**config.mk**
```make
export PLATFORM = sky130hd
export DESIGN_NAME = sequential_servo_pulse_generator
export DESIGN_NICKNAME = d
export VERILOG_FILES = /design/src/rtl/sspg_pkg.sv /design/src/rtl/sspg_ram.sv /design/src/rtl/sequential_servo_pulse_generator.sv
export SDC_FILE = /design/constraint.sdc
export NUM_CORES = 2
export LEC_CHECK = 0
export ABC_AREA = 0
export BUFFER_PORTS_ARGS = -buffer_cell sky130_fd_sc_hd__buf_2
export CORE_ASPECT_RATIO = 0.6
export CORE_UTILIZATION = 65
export DETAILED_ROUTE_END_ITERATION = 10
export GPL_TIMING_DRIVEN = 0
export PLACE_DENSITY = 0.82
export SYNTH_ARGS = -nofsm -noshare
export SYNTH_HDL_FRONTEND = slang
export SYNTH_SLANG_ARGS = --single-unit
export TNS_END_PERCENT = 20
```
**constraint.sdc**
```tcl
create_clock -name clk -period 17.5 [get_ports clk]
set_input_delay 1.75 -clock clk [delete_from_list [all_inputs] [get_ports clk]]
set_output_delay 1.75 -clock clk [all_outputs]
set_load 0.03 [all_outputs]
```
**src/rtl/sspg_pkg.sv**
```systemverilog
`default_nettype none

package sspg_pkg;

  localparam int DEF_MAX_CHANNELS = 10;
  localparam int DEF_FRAME_TICKS  = 20000;

  localparam int ACTION_W   = 2;
  localparam int CHANNEL_W  = 4;
  localparam int ANGLE_W    = 8;
  localparam int WIDTH_W    = 16;
  localparam int US_W       = 15;
  localparam int COUNT_W    = 4;
  localparam int SLOT_W     = 4;
  localparam int TICK_W     = 16;
  localparam int SUM_W      = 20;
  localparam int CFG_IDX_W  = 2;
  localparam int CFG_DATA_W = 15;

  localparam logic [WIDTH_W-1:0] RESET_WIDTH       = 16'd1500;
  localparam logic [COUNT_W-1:0] RESET_SERVO_COUNT = 4'd1;
  localparam logic [US_W-1:0]    RESET_MIN_US      = 15'd1000;
  localparam logic [US_W-1:0]    RESET_MAX_US      = 15'd2000;
  localparam logic [ANGLE_W-1:0] ANGLE_FULL        = 8'd180;

  // Division by 180 is a multiplication by floor(2^30 / 180) followed by one correction.
  localparam int              PROD_W      = 23;
  localparam int              RECIP_SHIFT = 30;
  localparam logic [PROD_W-1:0] RECIP     = 23'd5965232;

  typedef enum logic [ACTION_W-1:0] {
    ACT_TICK  = 2'd0,
    ACT_ANGLE = 2'd1,
    ACT_US    = 2'd2
  } action_t;

  typedef enum logic [CFG_IDX_W-1:0] {
    REG_SERVO_COUNT = 2'd0,
    REG_MIN_US      = 2'd1,
    REG_MAX_US      = 2'd2
  } reg_index_t;

endpackage

`default_nettype wire

```
**src/rtl/sspg_ram.sv**
```systemverilog
`default_nettype none

module sspg_ram #(
  parameter int WIDTH = 16,
  parameter int DEPTH = 10,
  parameter int AW    = (DEPTH > 1) ? $clog2(DEPTH) : 1
) (
  input  logic             clk,
  input  logic             we,
  input  logic [AW-1:0]    waddr,
  input  logic [WIDTH-1:0] wdata,
  input  logic [AW-1:0]    raddr_a,
  output logic [WIDTH-1:0] rdata_a,
  input  logic [AW-1:0]    raddr_b,
  output logic [WIDTH-1:0] rdata_b
);

  logic [WIDTH-1:0] mem [DEPTH];

  always_ff @(posedge clk) begin
    if (we) begin
      mem[waddr] <= wdata;
    end
    rdata_a <= mem[raddr_a];
    rdata_b <= mem[raddr_b];
  end

endmodule

`default_nettype wire

```
**src/rtl/sequential_servo_pulse_generator.sv**
```systemverilog
// Servo pulse generator that drives up to MAX_CHANNELS outputs one after another in a repeating
// frame of FRAME_TICKS one-microsecond ticks, followed by a filler slot when not every channel
// is active. Every input transaction gives exactly one result transaction: a tick returns the
// new pin vector, slot index and frame start flag, and a width write returns the result of the
// last tick again. Ticks are taken one per clock cycle while the skid entry is free and no width
// write is in flight. A width write that takes effect holds off the input until it is through:
// angle scaling uses a multiplier, a reciprocal multiplier and a correction step, after which the
// old width is read from the width RAM and the new width and running slot sums are written back; a
// last stage lets the slot read port see the new width. Ignored writes do not hold off the input.
// All widths read as 1500 after reset through per-channel valid bits, so there is no clearing
// pass. A two-entry output buffer lets the block take a transaction while a result waits.
`default_nettype none

module sequential_servo_pulse_generator #(
  parameter int MAX_CHANNELS = sspg_pkg::DEF_MAX_CHANNELS,
  parameter int FRAME_TICKS  = sspg_pkg::DEF_FRAME_TICKS
) (
  input  logic                             clk,
  input  logic                             rst,
  input  logic                             cfg_en,
  input  logic [sspg_pkg::CFG_IDX_W-1:0]   cfg_index,
  input  logic [sspg_pkg::CFG_DATA_W-1:0]  cfg_data,
  input  logic                             in_valid,
  output logic                             in_stall,
  input  logic [sspg_pkg::ACTION_W-1:0]    action,
  input  logic [sspg_pkg::CHANNEL_W-1:0]   channel,
  input  logic [sspg_pkg::ANGLE_W-1:0]     angle,
  input  logic [sspg_pkg::WIDTH_W-1:0]     pulse_us,
  output logic                             out_valid,
  input  logic                             out_stall,
  output logic [MAX_CHANNELS-1:0]          pins,
  output logic [sspg_pkg::SLOT_W-1:0]      active_slot,
  output logic                             frame_start
);

  import sspg_pkg::*;

  localparam int                  AW        = (MAX_CHANNELS > 1) ? $clog2(MAX_CHANNELS) : 1;
  localparam logic [TICK_W-1:0]   FRAME_LEN = TICK_W'(FRAME_TICKS);
  localparam logic [COUNT_W:0]    N_MAX     = (COUNT_W+1)'(MAX_CHANNELS);

  // Configuration registers.
  logic [COUNT_W-1:0] servo_count;
  logic [US_W-1:0]    min_us;
  logic [US_W-1:0]    max_us;

  always_ff @(posedge clk) begin
    if (rst) begin
      servo_count <= RESET_SERVO_COUNT;
      min_us      <= RESET_MIN_US;
      max_us      <= RESET_MAX_US;
    end else if (cfg_en) begin
      unique case (cfg_index)
        REG_SERVO_COUNT: servo_count <= cfg_data[COUNT_W-1:0];
        REG_MIN_US:      min_us      <= cfg_data[US_W-1:0];
        REG_MAX_US:      max_us      <= cfg_data[US_W-1:0];
        default: ;
      endcase
    end
  end

  // Handshake and output buffer signals.
  logic                    in_acc;
  logic                    is_tick;
  logic                    busy;
  logic                    o_valid;
  logic                    s_valid;
  logic [MAX_CHANNELS-1:0] o_pins;
  logic [SLOT_W-1:0]       o_slot;
  logic                    o_start;
  logic [MAX_CHANNELS-1:0] s_pins;
  logic [SLOT_W-1:0]       s_slot;
  logic                    s_start;
  logic                    out_take;

  // Frame state and held result.
  logic [SLOT_W-1:0]       slot_index;
  logic [SLOT_W-1:0]       slot_index_next;
  logic [TICK_W-1:0]       slot_ticks;
  logic [TICK_W-1:0]       slot_ticks_next;
  logic [MAX_CHANNELS-1:0] held_pins;
  logic [SLOT_W-1:0]       held_slot;
  logic                    held_start;

  // Width store side state.
  logic [MAX_CHANNELS-1:0] wvalid;
  logic [MAX_CHANNELS-1:0] nz;
  logic [SUM_W-1:0]        sums [MAX_CHANNELS];
  logic [WIDTH_W-1:0]      rda_data;
  logic [WIDTH_W-1:0]      rdb_data;
  logic                    rda_vld;

  // Write pipeline.
  logic                    wr_ok;
  logic [ANGLE_W-1:0]      angle_sat;
  logic [PROD_W-1:0]       prod_in;
  logic                    s1_v, s2_v, s3_v, s4_v, s5_v;
  logic [AW-1:0]           s1_ch, s2_ch, s3_ch, s4_ch;
  logic                    s1_angle, s2_angle;
  logic [PROD_W-1:0]       s1_prod, s2_prod;
  logic [US_W-1:0]         s1_base, s2_base;
  logic [WIDTH_W-1:0]      s1_us, s2_us;
  logic [US_W-1:0]         s2_q0;
  logic [WIDTH_W-1:0]      s3_val, s4_val;
  logic [2*PROD_W-1:0]     recip_prod;
  logic [PROD_W-1:0]       rem;
  logic [US_W-1:0]         quot;
  logic [WIDTH_W-1:0]      angle_width;
  logic [WIDTH_W-1:0]      old_width;
  logic [SUM_W-1:0]        delta;

  // Tick evaluation.
  logic [COUNT_W-1:0]      cnt;
  logic [COUNT_W:0]        n_slots;
  logic                    cnt_lt_max;
  logic [SUM_W-1:0]        width_sum;
  logic                    fill_nz;
  logic [TICK_W-1:0]       flen;
  logic [MAX_CHANNELS-1:0] znz;
  logic                    restart;
  logic [SLOT_W-1:0]       si0;
  logic [TICK_W-1:0]       st0;
  logic                    cur_nz;
  logic [WIDTH_W-1:0]      width_a;
  logic [TICK_W-1:0]       len_cur;
  logic                    stay;
  logic                    found_up;
  logic                    found_lo;
  logic [SLOT_W-1:0]       si_up;
  logic [SLOT_W-1:0]       si_lo;
  logic [SLOT_W-1:0]       si_f;
  logic [TICK_W-1:0]       st_f;
  logic                    pin_on;
  logic [MAX_CHANNELS-1:0] tick_pins;
  logic                    tick_start;
  logic [MAX_CHANNELS-1:0] r_pins;
  logic [SLOT_W-1:0]       r_slot;
  logic                    r_start;

  assign busy     = s1_v | s2_v | s3_v | s4_v | s5_v;
  assign in_stall = busy | s_valid;
  assign in_acc   = in_valid & ~in_stall;
  assign is_tick  = (action == ACT_TICK);

  // Active channel count and slot count of the frame.
  always_comb begin
    if (servo_count == '0) begin
      cnt = COUNT_W'(1);
    end else if ({1'b0, servo_count} > N_MAX) begin
      cnt = N_MAX[COUNT_W-1:0];
    end else begin
      cnt = servo_count;
    end
    cnt_lt_max = ({1'b0, cnt} < N_MAX);
    n_slots    = {1'b0, cnt} + {{COUNT_W{1'b0}}, cnt_lt_max};
  end

  always_comb begin
    width_sum = '0;
    for (int k = 0; k < MAX_CHANNELS; k++) begin
      if ((COUNT_W+1)'(k + 1) == {1'b0, cnt}) begin
        width_sum = sums[k];
      end
    end
    fill_nz = (width_sum < SUM_W'(FRAME_LEN));
    flen    = fill_nz ? (FRAME_LEN - width_sum[TICK_W-1:0]) : '0;
  end

  always_comb begin
    for (int k = 0; k < MAX_CHANNELS; k++) begin
      if ((COUNT_W+1)'(k) < {1'b0, cnt}) begin
        znz[k] = nz[k];
      end else if ((COUNT_W+1)'(k) == {1'b0, cnt}) begin
        znz[k] = fill_nz;
      end else begin
        znz[k] = 1'b0;
      end
    end
  end

  always_comb begin
    restart = ({1'b0, slot_index} >= n_slots);
    si0     = restart ? '0 : slot_index;
    st0     = restart ? '0 : slot_ticks;
    cur_nz  = 1'b0;
    for (int k = 0; k < MAX_CHANNELS; k++) begin
      if (SLOT_W'(k) == si0) begin
        cur_nz = znz[k];
      end
    end
    width_a = rda_vld ? rda_data : RESET_WIDTH;
    len_cur = ({1'b0, si0} < {1'b0, cnt}) ? width_a : flen;
    stay    = (st0 == '0) ? cur_nz : (st0 < len_cur);
  end

  // Next slot with a non-zero length, searched above the current slot and then from zero.
  always_comb begin
    found_up = 1'b0;
    found_lo = 1'b0;
    si_up    = '0;
    si_lo    = '0;
    for (int k = MAX_CHANNELS - 1; k >= 0; k--) begin
      if (znz[k] && (SLOT_W'(k) > si0)) begin
        found_up = 1'b1;
        si_up    = SLOT_W'(k);
      end
      if (znz[k] && (SLOT_W'(k) <= si0)) begin
        found_lo = 1'b1;
        si_lo    = SLOT_W'(k);
      end
    end
  end

  always_comb begin
    priority if (stay) begin
      si_f = si0;
    end else if (found_up) begin
      si_f = si_up;
    end else if (found_lo) begin
      si_f = si_lo;
    end else begin
      si_f = si0;
    end
    st_f       = stay ? st0 : '0;
    pin_on     = (stay | found_up | found_lo) & ({1'b0, si_f} < {1'b0, cnt});
    tick_start = (si_f == '0) && (st_f == '0);
    for (int k = 0; k < MAX_CHANNELS; k++) begin
      tick_pins[k] = pin_on && (si_f == SLOT_W'(k));
    end
  end

  always_comb begin
    if (in_acc && is_tick) begin
      slot_index_next = si_f;
      slot_ticks_next = st_f + TICK_W'(1);
    end else begin
      slot_index_next = slot_index;
      slot_ticks_next = slot_ticks;
    end
  end

  assign r_pins  = is_tick ? tick_pins  : held_pins;
  assign r_slot  = is_tick ? si_f       : held_slot;
  assign r_start = is_tick ? tick_start : held_start;

  always_ff @(posedge clk) begin
    if (rst) begin
      slot_index <= '0;
      slot_ticks <= '0;
      held_pins  <= '0;
      held_slot  <= '0;
      held_start <= 1'b0;
      rda_vld    <= 1'b0;
    end else begin
      slot_index <= slot_index_next;
      slot_ticks <= slot_ticks_next;
      rda_vld    <= wvalid[slot_index_next[AW-1:0]];
      if (in_acc && is_tick) begin
        held_pins  <= tick_pins;
        held_slot  <= si_f;
        held_start <= tick_start;
      end
    end
  end

  // Output register with one skid entry behind it.
  assign out_take    = o_valid & ~out_stall;
  assign out_valid   = o_valid;
  assign pins        = o_pins;
  assign active_slot = o_slot;
  assign frame_start = o_start;

  always_ff @(posedge clk) begin
    if (rst) begin
      o_valid <= 1'b0;
      s_valid <= 1'b0;
    end else begin
      if (!o_valid || out_take) begin
        o_valid <= s_valid | in_acc;
        s_valid <= s_valid & in_acc;
      end else if (in_acc) begin
        s_valid <= 1'b1;
      end
    end
  end

  always_ff @(posedge clk) begin
    if (!o_valid || out_take) begin
      if (s_valid) begin
        o_pins  <= s_pins;
        o_slot  <= s_slot;
        o_start <= s_start;
        s_pins  <= r_pins;
        s_slot  <= r_slot;
        s_start <= r_start;
      end else begin
        o_pins  <= r_pins;
        o_slot  <= r_slot;
        o_start <= r_start;
      end
    end else if (in_acc) begin
      s_pins  <= r_pins;
      s_slot  <= r_slot;
      s_start <= r_start;
    end
  end

  // Width writes: scale, divide by 180, then read the old width and write back.
  assign angle_sat = (angle > ANGLE_FULL) ? ANGLE_FULL : angle;
  assign prod_in   = PROD_W'(max_us - min_us) * PROD_W'(angle_sat);
  assign wr_ok     = in_acc && ({1'b0, channel} < N_MAX) &&
                     ((action == ACT_US) || ((action == ACT_ANGLE) && (min_us <= max_us)));

  assign recip_prod  = (2*PROD_W)'(s1_prod) * (2*PROD_W)'(RECIP);
  assign rem         = s2_prod - PROD_W'(s2_q0 * ANGLE_FULL);
  assign quot        = s2_q0 + US_W'(rem >= PROD_W'(ANGLE_FULL));
  assign angle_width = {1'b0, s2_base} + {1'b0, quot};
  assign old_width   = wvalid[s4_ch] ? rdb_data : RESET_WIDTH;
  assign delta       = SUM_W'(s4_val) - SUM_W'(old_width);

  always_ff @(posedge clk) begin
    if (rst) begin
      s1_v <= 1'b0;
      s2_v <= 1'b0;
      s3_v <= 1'b0;
      s4_v <= 1'b0;
      s5_v <= 1'b0;
    end else begin
      s1_v <= wr_ok;
      s2_v <= s1_v;
      s3_v <= s2_v;
      s4_v <= s3_v;
      s5_v <= s4_v;
    end
  end

  always_ff @(posedge clk) begin
    s1_ch    <= channel[AW-1:0];
    s1_angle <= (action == ACT_ANGLE);
    s1_prod  <= prod_in;
    s1_base  <= min_us;
    s1_us    <= pulse_us;
    s2_ch    <= s1_ch;
    s2_angle <= s1_angle;
    s2_prod  <= s1_prod;
    s2_base  <= s1_base;
    s2_us    <= s1_us;
    s2_q0    <= recip_prod[RECIP_SHIFT +: US_W];
    s3_ch    <= s2_ch;
    s3_val   <= s2_angle ? angle_width : s2_us;
    s4_ch    <= s3_ch;
    s4_val   <= s3_val;
  end

  always_ff @(posedge clk) begin
    if (rst) begin
      wvalid <= '0;
      nz     <= '1;
      for (int k = 0; k < MAX_CHANNELS; k++) begin
        sums[k] <= SUM_W'((k + 1) * RESET_WIDTH);
      end
    end else if (s4_v) begin
      wvalid[s4_ch] <= 1'b1;
      nz[s4_ch]     <= (s4_val != '0);
      for (int k = 0; k < MAX_CHANNELS; k++) begin
        if (AW'(k) >= s4_ch) begin
          sums[k] <= sums[k] + delta;
        end
      end
    end
  end

  sspg_ram #(
    .WIDTH (WIDTH_W),
    .DEPTH (MAX_CHANNELS),
    .AW    (AW)
  ) u_width_ram (
    .clk     (clk),
    .we      (s4_v),
    .waddr   (s4_ch),
    .wdata   (s4_val),
    .raddr_a (slot_index_next[AW-1:0]),
    .rdata_a (rda_data),
    .raddr_b (s3_ch),
    .rdata_b (rdb_data)
  );

  assert property (@(posedge clk) disable iff (rst)
    $onehot0({s1_v, s2_v, s3_v, s4_v, s5_v}))
    else $error("Width write pipeline holds more than one transaction.");

  assert property (@(posedge clk) disable iff (rst) s1_v |-> ##3 s4_v)
    else $error("Width write did not reach the write-back stage.");

  assert property (@(posedge clk) disable iff (rst) s_valid |-> o_valid)
    else $error("Skid entry is full while the output register is empty.");

  assert property (@(posedge clk) disable iff (rst) {1'b0, slot_index} < N_MAX)
    else $error("Slot index lies beyond the last channel.");

  assert property (@(posedge clk) disable iff (rst) o_valid |-> $onehot0(o_pins))
    else $error("More than one servo pin is high.");

  assert property (@(posedge clk) disable iff (rst) (o_valid && o_start) |-> (o_slot == '0))
    else $error("Frame start is flagged outside slot zero.");

endmodule

`default_nettype wire

```
### Yosys cells after proc, flatten, opt, wreduce, memory -nomap -nowiden

Memories as Yosys holds them, arrays and structs flattened. A register that Yosys moved wholly into a read port is not among the register bits.
Index checks and enable logic that the tools add are counted.

* register bits: 300
* word-level logic and storage cells: 401
* memories kept: 2
* input bits: 52
* bits in writable memories: 360
* output and inout port bits: 17

* multipliers: 3
* add/sub/neg operators: 18
* mux-type cells: 174
* reduce and logical (&&, ||, !) cells: 53
* equal/unequal tests: 33
* bitwise gates (word level): 25
* order comparisons: 54

Memory list
* sums: depth 10, bits a word 20, read ports 10, clocked after memory_dff 0, wr ports 10, line sequential_servo_pulse_generator.sv:88 `logic [SUM_W-1:0] sums [MAX_CHANNELS];`
* u_width_ram.mem: depth 10, bits a word 16, read ports 2, clocked after memory_dff 2, wr ports 1, line sspg_ram.sv:18 `logic [WIDTH-1:0] mem [DEPTH];`

Operator list (number)
* $mux 20: 20
* $add 20x20->20: 10
* $mux 4: 32
* $mux 16: 7
* $mux 1: 105
* $mux 10: 5
* $mul 23x19->41 const B: 1
* $logic_and 1x1->1: 36
* $eq 3x4->1 const A: 8
* $logic_not 16->1: 2
* $ge 23x8->1 const B: 1
* $mul 16x9->23: 1
* $sub 23x23->23: 1
* $mul 15x6->21 const B: 1
* $eq 4x4->1 const A: 5
* $lt 20x15->1 const B: 1
* $or 1x1->1: 18
* $sub 16x16->17: 1
* $add 15x15->16: 1
* $add 16x1->16 const B: 1
* $eq 2x4->1 const A: 4
* $eq 4x3->1 const B: 4
* $ge 3x4->1 const A: 4
* $gt 3x4->1 const A: 4
* 48 further kinds: 87

### Logic depth before layout (Yosys ltp)

* depth in word-level cells: 37
* depth in mapped cells: 49
* depth with buffers taken out: 49

### Modules after synthesis

From an unflattened synthesis, not the netlist that was laid out.

* cells, all modules: 5150
* area, all modules: 51469.4 µm²

Modules (own cells, without submodules)
* sequential_servo_pulse_generator: cells an instance 4610, seq. area each 12271.8 µm², area an instance 42966.2 µm², instances 1
* sspg_ram: cells an instance 540, seq. area each 5445.2 µm², area an instance 8503.2 µm², instances 1

### Worst setup path after synthesis

OpenSTA, ideal clock, no wires.

* path type: register to register
* start point: register s2_q0[2]
* end point: register s3_val[14]
* arrival time: 8429 ps
* setup slack: 8950 ps
* data required time: 17379 ps
* period minus slack after synthesis: 8550 ps
* stages on the path, launching flop included: 49
* path buffers: 0
* library setup time: 121 ps
* path through: dfxtp_1 > ha_1 > ha_1 > inv_1 > fa_1 > inv_1 > ha_1 > fa_1 > a21o_1 > a21oi_1 > o21bai_1 > a21oi_1 > o21bai_1 > a21oi_1 > o21bai_1 > a21oi_1 > o21bai_1 > a21oi_1 > [13 not listed] > ha_1 > ha_1 > fa_1 > a21oi_1 > nor2_1 > nor2_1 > o21bai_1 > a21oi_1 > o21bai_1 > a21oi_1 > o21bai_1 > a21oi_1 > o21bai_1 > a21oi_1 > o21bai_1 > a21oi_1 > xnor2_1 > mux2_2

* cells in the longest elaborated chain, start to end: 6

Ends and longest elaborated chain
* start: declaration: line sequential_servo_pulse_generator.sv:103 `logic [US_W-1:0] s2_q0;`
* start signal: assignment: line sequential_servo_pulse_generator.sv:348 `s2_q0 <= recip_prod[RECIP_SHIFT +: US_W];`
* $mul 15x6->21: line sequential_servo_pulse_generator.sv:315 `assign rem = s2_prod - PROD_W'(s2_q0 * ANGLE_FULL);`
* $sub 23x23->23: line sequential_servo_pulse_generator.sv:315
* $ge 23x8->1: line sequential_servo_pulse_generator.sv:316 `assign quot = s2_q0 + US_W'(rem >= PROD_W'(ANGLE_FULL));`
* $add 15x1->15 *: line sequential_servo_pulse_generator.sv:316
* $add 15x15->16 *: line sequential_servo_pulse_generator.sv:317 `assign angle_width = {1'b0, s2_base} + {1'b0, quot};`
* $mux 16 *: line sequential_servo_pulse_generator.sv:350 `s3_val <= s2_angle ? angle_width : s2_us;`
* end signal: assignment: line sequential_servo_pulse_generator.sv:350
* end: declaration: line sequential_servo_pulse_generator.sv:104 `logic [WIDTH_W-1:0] s3_val, s4_val;`

Mark *: on every way between the ends. The rest lies on a longest branch, timed or not.
A chain may end at the register's enable or synchronous reset.

### Worst setup path in the final report

* start point: register servo_count[3]
* end point: register slot_ticks[12]

* cells in the longest elaborated chain, start to end: 30
* elaborated cells on any way between the ends: 90
* classes of those cells: add/sub: 3; order compare: 16; eq/ne: 19; mux: 48; reduce/logical: 4

Ends and longest elaborated chain
* start: declaration: line sequential_servo_pulse_generator.sv:43 `logic [COUNT_W-1:0] servo_count;`
* start signal: assignment: line sequential_servo_pulse_generator.sv:54 `REG_SERVO_COUNT: servo_count <= cfg_data[COUNT_W-1:0];`
* $gt 4x4->1: line sequential_servo_pulse_generator.sv:149 `end else if ({1'b0, servo_count} > N_MAX) begin`
* $mux 4: line sequential_servo_pulse_generator.sv:149
* $mux 4 *: line sequential_servo_pulse_generator.sv:147 `if (servo_count == '0) begin`
* $eq 1x4->1: line sequential_servo_pulse_generator.sv:161, sequential_servo_pulse_generator.sv:173
* $mux 20 (10 in a row): line sequential_servo_pulse_generator.sv:161 `if ((COUNT_W+1)'(k + 1) == {1'b0, cnt}) begin`
* $lt 20x15->1: line sequential_servo_pulse_generator.sv:165 `fill_nz = (width_sum < SUM_W'(FRAME_LEN));`
* $mux 1: line sequential_servo_pulse_generator.sv:173 `end else if ((COUNT_W+1)'(k) == {1'b0, cnt}) begin`
* $mux 1: line sequential_servo_pulse_generator.sv:171 `if ((COUNT_W+1)'(k) < {1'b0, cnt}) begin`
* $mux 1 (10 in a row): line sequential_servo_pulse_generator.sv:187 `if (SLOT_W'(k) == si0) begin`
* $mux 1: line sequential_servo_pulse_generator.sv:193 `stay = (st0 == '0) ? cur_nz : (st0 < len_cur);`
* $mux 16 *: line sequential_servo_pulse_generator.sv:224 `st_f = stay ? st0 : '0;`
* $add 16x1->16 *: line sequential_servo_pulse_generator.sv:235 `slot_ticks_next = st_f + TICK_W'(1);`
* end signal: assignment: line sequential_servo_pulse_generator.sv:256 `slot_ticks <= slot_ticks_next;`
* end: declaration: line sequential_servo_pulse_generator.sv:79 `logic [TICK_W-1:0] slot_ticks;`

Marked as above.

==> impl_metrics.env <==
export IMPL_outcome="finished with violations"
export IMPL_violations="capacitance limit, slew limit"
export IMPL_synth_top_area_cell="sky130_fd_sc_hd__edfxtp_1"
export IMPL_area_fraction_of_the_dominant_cell_type_after_synthesis=0.229
export IMPL_grt_antenna_before_repair=9
export IMPL_ys_async_sr_fraction=0
export IMPL_critical_path_sink_type="flip-flop"
export IMPL_synthesis_nets=6018
export IMPL_final_setup_viol_count=0
export IMPL_worstSetupEndpoint="slot_ticks[12]$_SDFFE_PP0P_"
export IMPL_synth_area_per_cell_sq_um=9.92
export IMPL_dominantRegCellSynth="sky130_fd_sc_hd__edfxtp_1"
export IMPL_dp_final_hpwl_um=116000
export IMPL_maximum_number_of_buffers_from_clock_root_to_sink=3
export IMPL_critical_path_class="reg2reg"
export IMPL_via_per_inst=6.31
export IMPL_drt_total_wl_um=150000
export IMPL_finalMaxSlewViolations=11
export IMPL_die_h_um=219
export IMPL_cts_h_tree_depth=3
export IMPL_crit_buf_inv=9
export IMPL_synthTopCellsByArea="sky130_fd_sc_hd__edfxtp_1 (23%), sky130_fd_sc_hd__ha_1 (13%), sky130_fd_sc_hd__dfxtp_1 (12%)"
export IMPL_ff2ff_path_depth=36
export IMPL_detailed_place_area_sq_mm=0.0530
export IMPL_critical_path_top_delay_family="compound AO/OA/AOI/OAI gates"
export IMPL_maxClockFrequency_ghz=0.0910
export IMPL_required_ns=18.02
export IMPL_syn_inst=5150
export IMPL_globalplace_congestion=1.02
export IMPL_synthToLayoutAreaGrowth_pct=8.25
export IMPL_rsz0062_at_grt="false"
export IMPL_worst_r2r_endpoint="slot_ticks[12]$_SDFFE_PP0P_"
export IMPL_placeableCoreArea_sq_mm=0.0777
export IMPL_ys_ff_latch=690
export IMPL_crit_start="servo_count[3]$_SDFFE_PP0P_"
export IMPL_timing_final_hold_violations=0
export IMPL_timing_critical_path_mode_cell="sky130_fd_sc_hd__ha_1"
export IMPL_clock_tree_root_cell="sky130_fd_sc_hd__clkbuf_16"
export IMPL_cts_tree="done"
export IMPL_timing_critical_path_slowest_cell_delay_ns=0.73
export IMPL_detail_route_iter0_violations=5403
export IMPL_clk_pin_slew_ns=0.07
export IMPL_wire_per_inst_um=23.4
export IMPL_setup_total_negative_slack_ns=0
export IMPL_clock_latency_of_the_later_clocked_register_in_the_worst_skew_pair_ns=0.68
export IMPL_max_cap_violations=1
export IMPL_ctsHoldBuffers=0
export IMPL_synthesis_yosys_warnings=0
export IMPL_grt_use_total=0.379
export IMPL_synth_area_sq_mm=0.0511
export IMPL_floorplan_rows=79
export IMPL_regToRegSetupSlack_ns=6.51
export IMPL_overflow=0
export IMPL_max_slew_worst_pin_slew_ns=1.52
export IMPL_dieArea_sq_mm=0.0798
export IMPL_cts_sinks=690
export IMPL_num_vias=40400
export IMPL_max_slew_margin_rel=-0.0202
export IMPL_synth_enable_flop_cells=390
export IMPL_cp_depth=36
export IMPL_crit_path_top_delay_cell="sky130_fd_sc_hd__buf_1"
export IMPL_cts_resized=0
export IMPL_synth_seq_area_share=0.347
export IMPL_layout_drive_gt1_share=0.0703
export IMPL_post_route_skew_ns=0.0318
export IMPL_die_width_um=364
export IMPL_timing_rr_start="servo_count[3]$_SDFFE_PP0P_"
export IMPL_hold_path_class="reg2reg"
export IMPL_timing_critical_path_from_type="flip-flop"
export IMPL_final_net_count=6167
export IMPL_detail_route_drc_violations=0
export IMPL_portion_of_the_clock_cycle_consumed_by_the_worst_path_in_the_final_layout=0.628
export IMPL_drt_pre_antenna_iters=6
export IMPL_post_route_cell_area_sq_mm=0.0553
export IMPL_route_antenna_remaining_nets=0
export IMPL_tritoncts_num_buffers=66
export IMPL_synth_cell_type_count=112
export IMPL_postLayoutCoreUtil=0.712
export IMPL_starting_density_of_the_core=0.658
export IMPL_critical_path_maximum_fanout=10
export IMPL_wire_length_of_the_first_global_routing_pass_um=228000
export IMPL_pin_count_of_the_biggest_net_entering_global_routing=22
export IMPL_crit_arrival_ns=11.51
export IMPL_port_buffers=67
export IMPL_vias_in_the_first_global_route=39000
export IMPL_final_min_clock_period_ns=10.99
export IMPL_post_cts_setup_buffers=0
export IMPL_io_pins=69
[registers in the layout (all words and copies together), names as in the netlist, 10 cells and up]
signal and flops:
held_pins 10, max_us 15, min_us 15, nz 10, pins 10, s1_base 15
s1_prod 23, s1_us 16, s2_base 15, s2_prod 21, s2_q0 15, s2_us 16
s3_val 16, s4_val 16, s_pins 10, slot_ticks 16, sums 200, u_width_ram.mem 160
u_width_ram.rdata_a 16, u_width_ram.rdata_b 16, wvalid 10
[how the worst min path moves through the flow]
| stage | start | end | slack, ns | depth (start not counted) |
|---|---|---|---|---|
| after CTS | s1_base[3]$_DFF_P_ | s2_base[3]$_DFF_P_ | 0.32 | 0 |
| final | s1_us[2]$_DFF_P_ | s2_us[2]$_DFF_P_ | 0.33 | 0 |
| after floorplan | s1_angle$_DFF_P_ | s2_angle$_DFF_P_ | 0.31 | 0 |
| after global routing | s1_us[6]$_DFF_P_ | s2_us[6]$_DFF_P_ | 0.33 | 0 |
| after global placement | s2_ch[0]$_DFF_P_ | s3_ch[0]$_DFF_P_ | 0.31 | 0 |
| after detailed placement | s1_us[13]$_DFF_P_ | s2_us[13]$_DFF_P_ | 0.31 | 0 |
[logic make-up (layout without fill, tap and decap cells)]
logic type / after synthesis / in the layout / synth area share
other cells: 0 / 7 / 0
flops: 690 / 690 / 0.347
buf+inv: 782 / 982 / 0.0597
mux: 192 / 192 / 0.0473
simple gates: 1346 / 1346 / 0.124
fa+ha+maj: 817 / 817 / 0.242
xor+xnor: 299 / 299 / 0.0513
compound gates: 1024 / 1024 / 0.129
[synth_stat cells, drive strengths merged, types with 29 or more instances]
| cell type | number |
|---|---|
| xnor2 | 220 |
| inv | 629 |
| nor2 | 434 |
| ha | 532 |
| o21a | 33 |
| clkbuf | 93 |
| xor2 | 79 |
| o21ai | 193 |
| mux2 | 36 |
| mux4 | 35 |
| o21bai | 93 |
| edfxtp | 390 |
| a21oi | 359 |
| a21o | 67 |
| and3 | 39 |
| nand4 | 29 |
| a22oi | 46 |
| nand3 | 91 |
| nor3 | 112 |
| and2 | 66 |
| a211oi | 35 |
| nand2b | 36 |
| nor2b | 48 |
| fa | 284 |
| nand2 | 373 |
| buf | 58 |
| dfxtp | 300 |
| mux2i | 121 |
[layout by cell type, fill, tap and decap left out, types with 28 or more instances in the layout]
cell and count:
sky130_fd_sc_hd__and3_1 39, sky130_fd_sc_hd__buf_2 97, sky130_fd_sc_hd__inv_1 626, sky130_fd_sc_hd__edfxtp_1 390, sky130_fd_sc_hd__xnor2_1 215, sky130_fd_sc_hd__and2_1 66
sky130_fd_sc_hd__a21o_1 67, sky130_fd_sc_hd__nand2b_1 36, sky130_fd_sc_hd__xor2_1 79, sky130_fd_sc_hd__nor3_1 104, sky130_fd_sc_hd__nor2b_1 48, sky130_fd_sc_hd__a22oi_1 45
sky130_fd_sc_hd__a211oi_1 33, sky130_fd_sc_hd__mux2i_1 120, sky130_fd_sc_hd__a21oi_1 356, sky130_fd_sc_hd__o21bai_1 93, sky130_fd_sc_hd__fa_1 284, sky130_fd_sc_hd__nand4_1 28
sky130_fd_sc_hd__nand2_1 371, sky130_fd_sc_hd__dfxtp_1 300, sky130_fd_sc_hd__clkbuf_16 71, sky130_fd_sc_hd__o21a_1 33, sky130_fd_sc_hd__ha_1 532, sky130_fd_sc_hd__mux2_2 34
sky130_fd_sc_hd__clkbuf_1 101, sky130_fd_sc_hd__o21ai_0 183, sky130_fd_sc_hd__mux4_2 35, sky130_fd_sc_hd__nand3_1 89, sky130_fd_sc_hd__nor2_1 429
[layer usage]
metal	vias up	GRT usage	part of all wire
met5	-	0.00613	0.00063
met4	4	0.0990	0.025
met3	309	0.131	0.15
met2	2527	0.510	0.39
met1	19400	0.571	0.43
li1	18200	-	-
[per-stage QoR]
stage / hold slack (ns) / instances / setup WS (ns)
2_1_floorplan: 0.310 / 5150 / 8.95
3_3_place_gp: 0.310 / 6270 / 7.17
3_5_place_dp: 0.312 / 6283 / 7.08
4_1_cts: 0.323 / 6402 / 6.93
5_1_grt: 0.329 / 6409 / 6.02
6_report: 0.325 / 6410 / 6.51
[final cells by class]
cell class                 count  area (sq um)
multi-input combinational   3678         30400
fill                        5639         22400
sequential                   690         17700
inverter                     631          2370
clock buffer                  88          1910
tap                         1053          1320
buffer                       151           683
timing repair buffer          81           514
clock inverter                31           393
antenna                        7          17.5
Power is left out: the tool's default activity adds up to more than one toggle a clock period on the data nets, which glitch-free logic cannot reach.
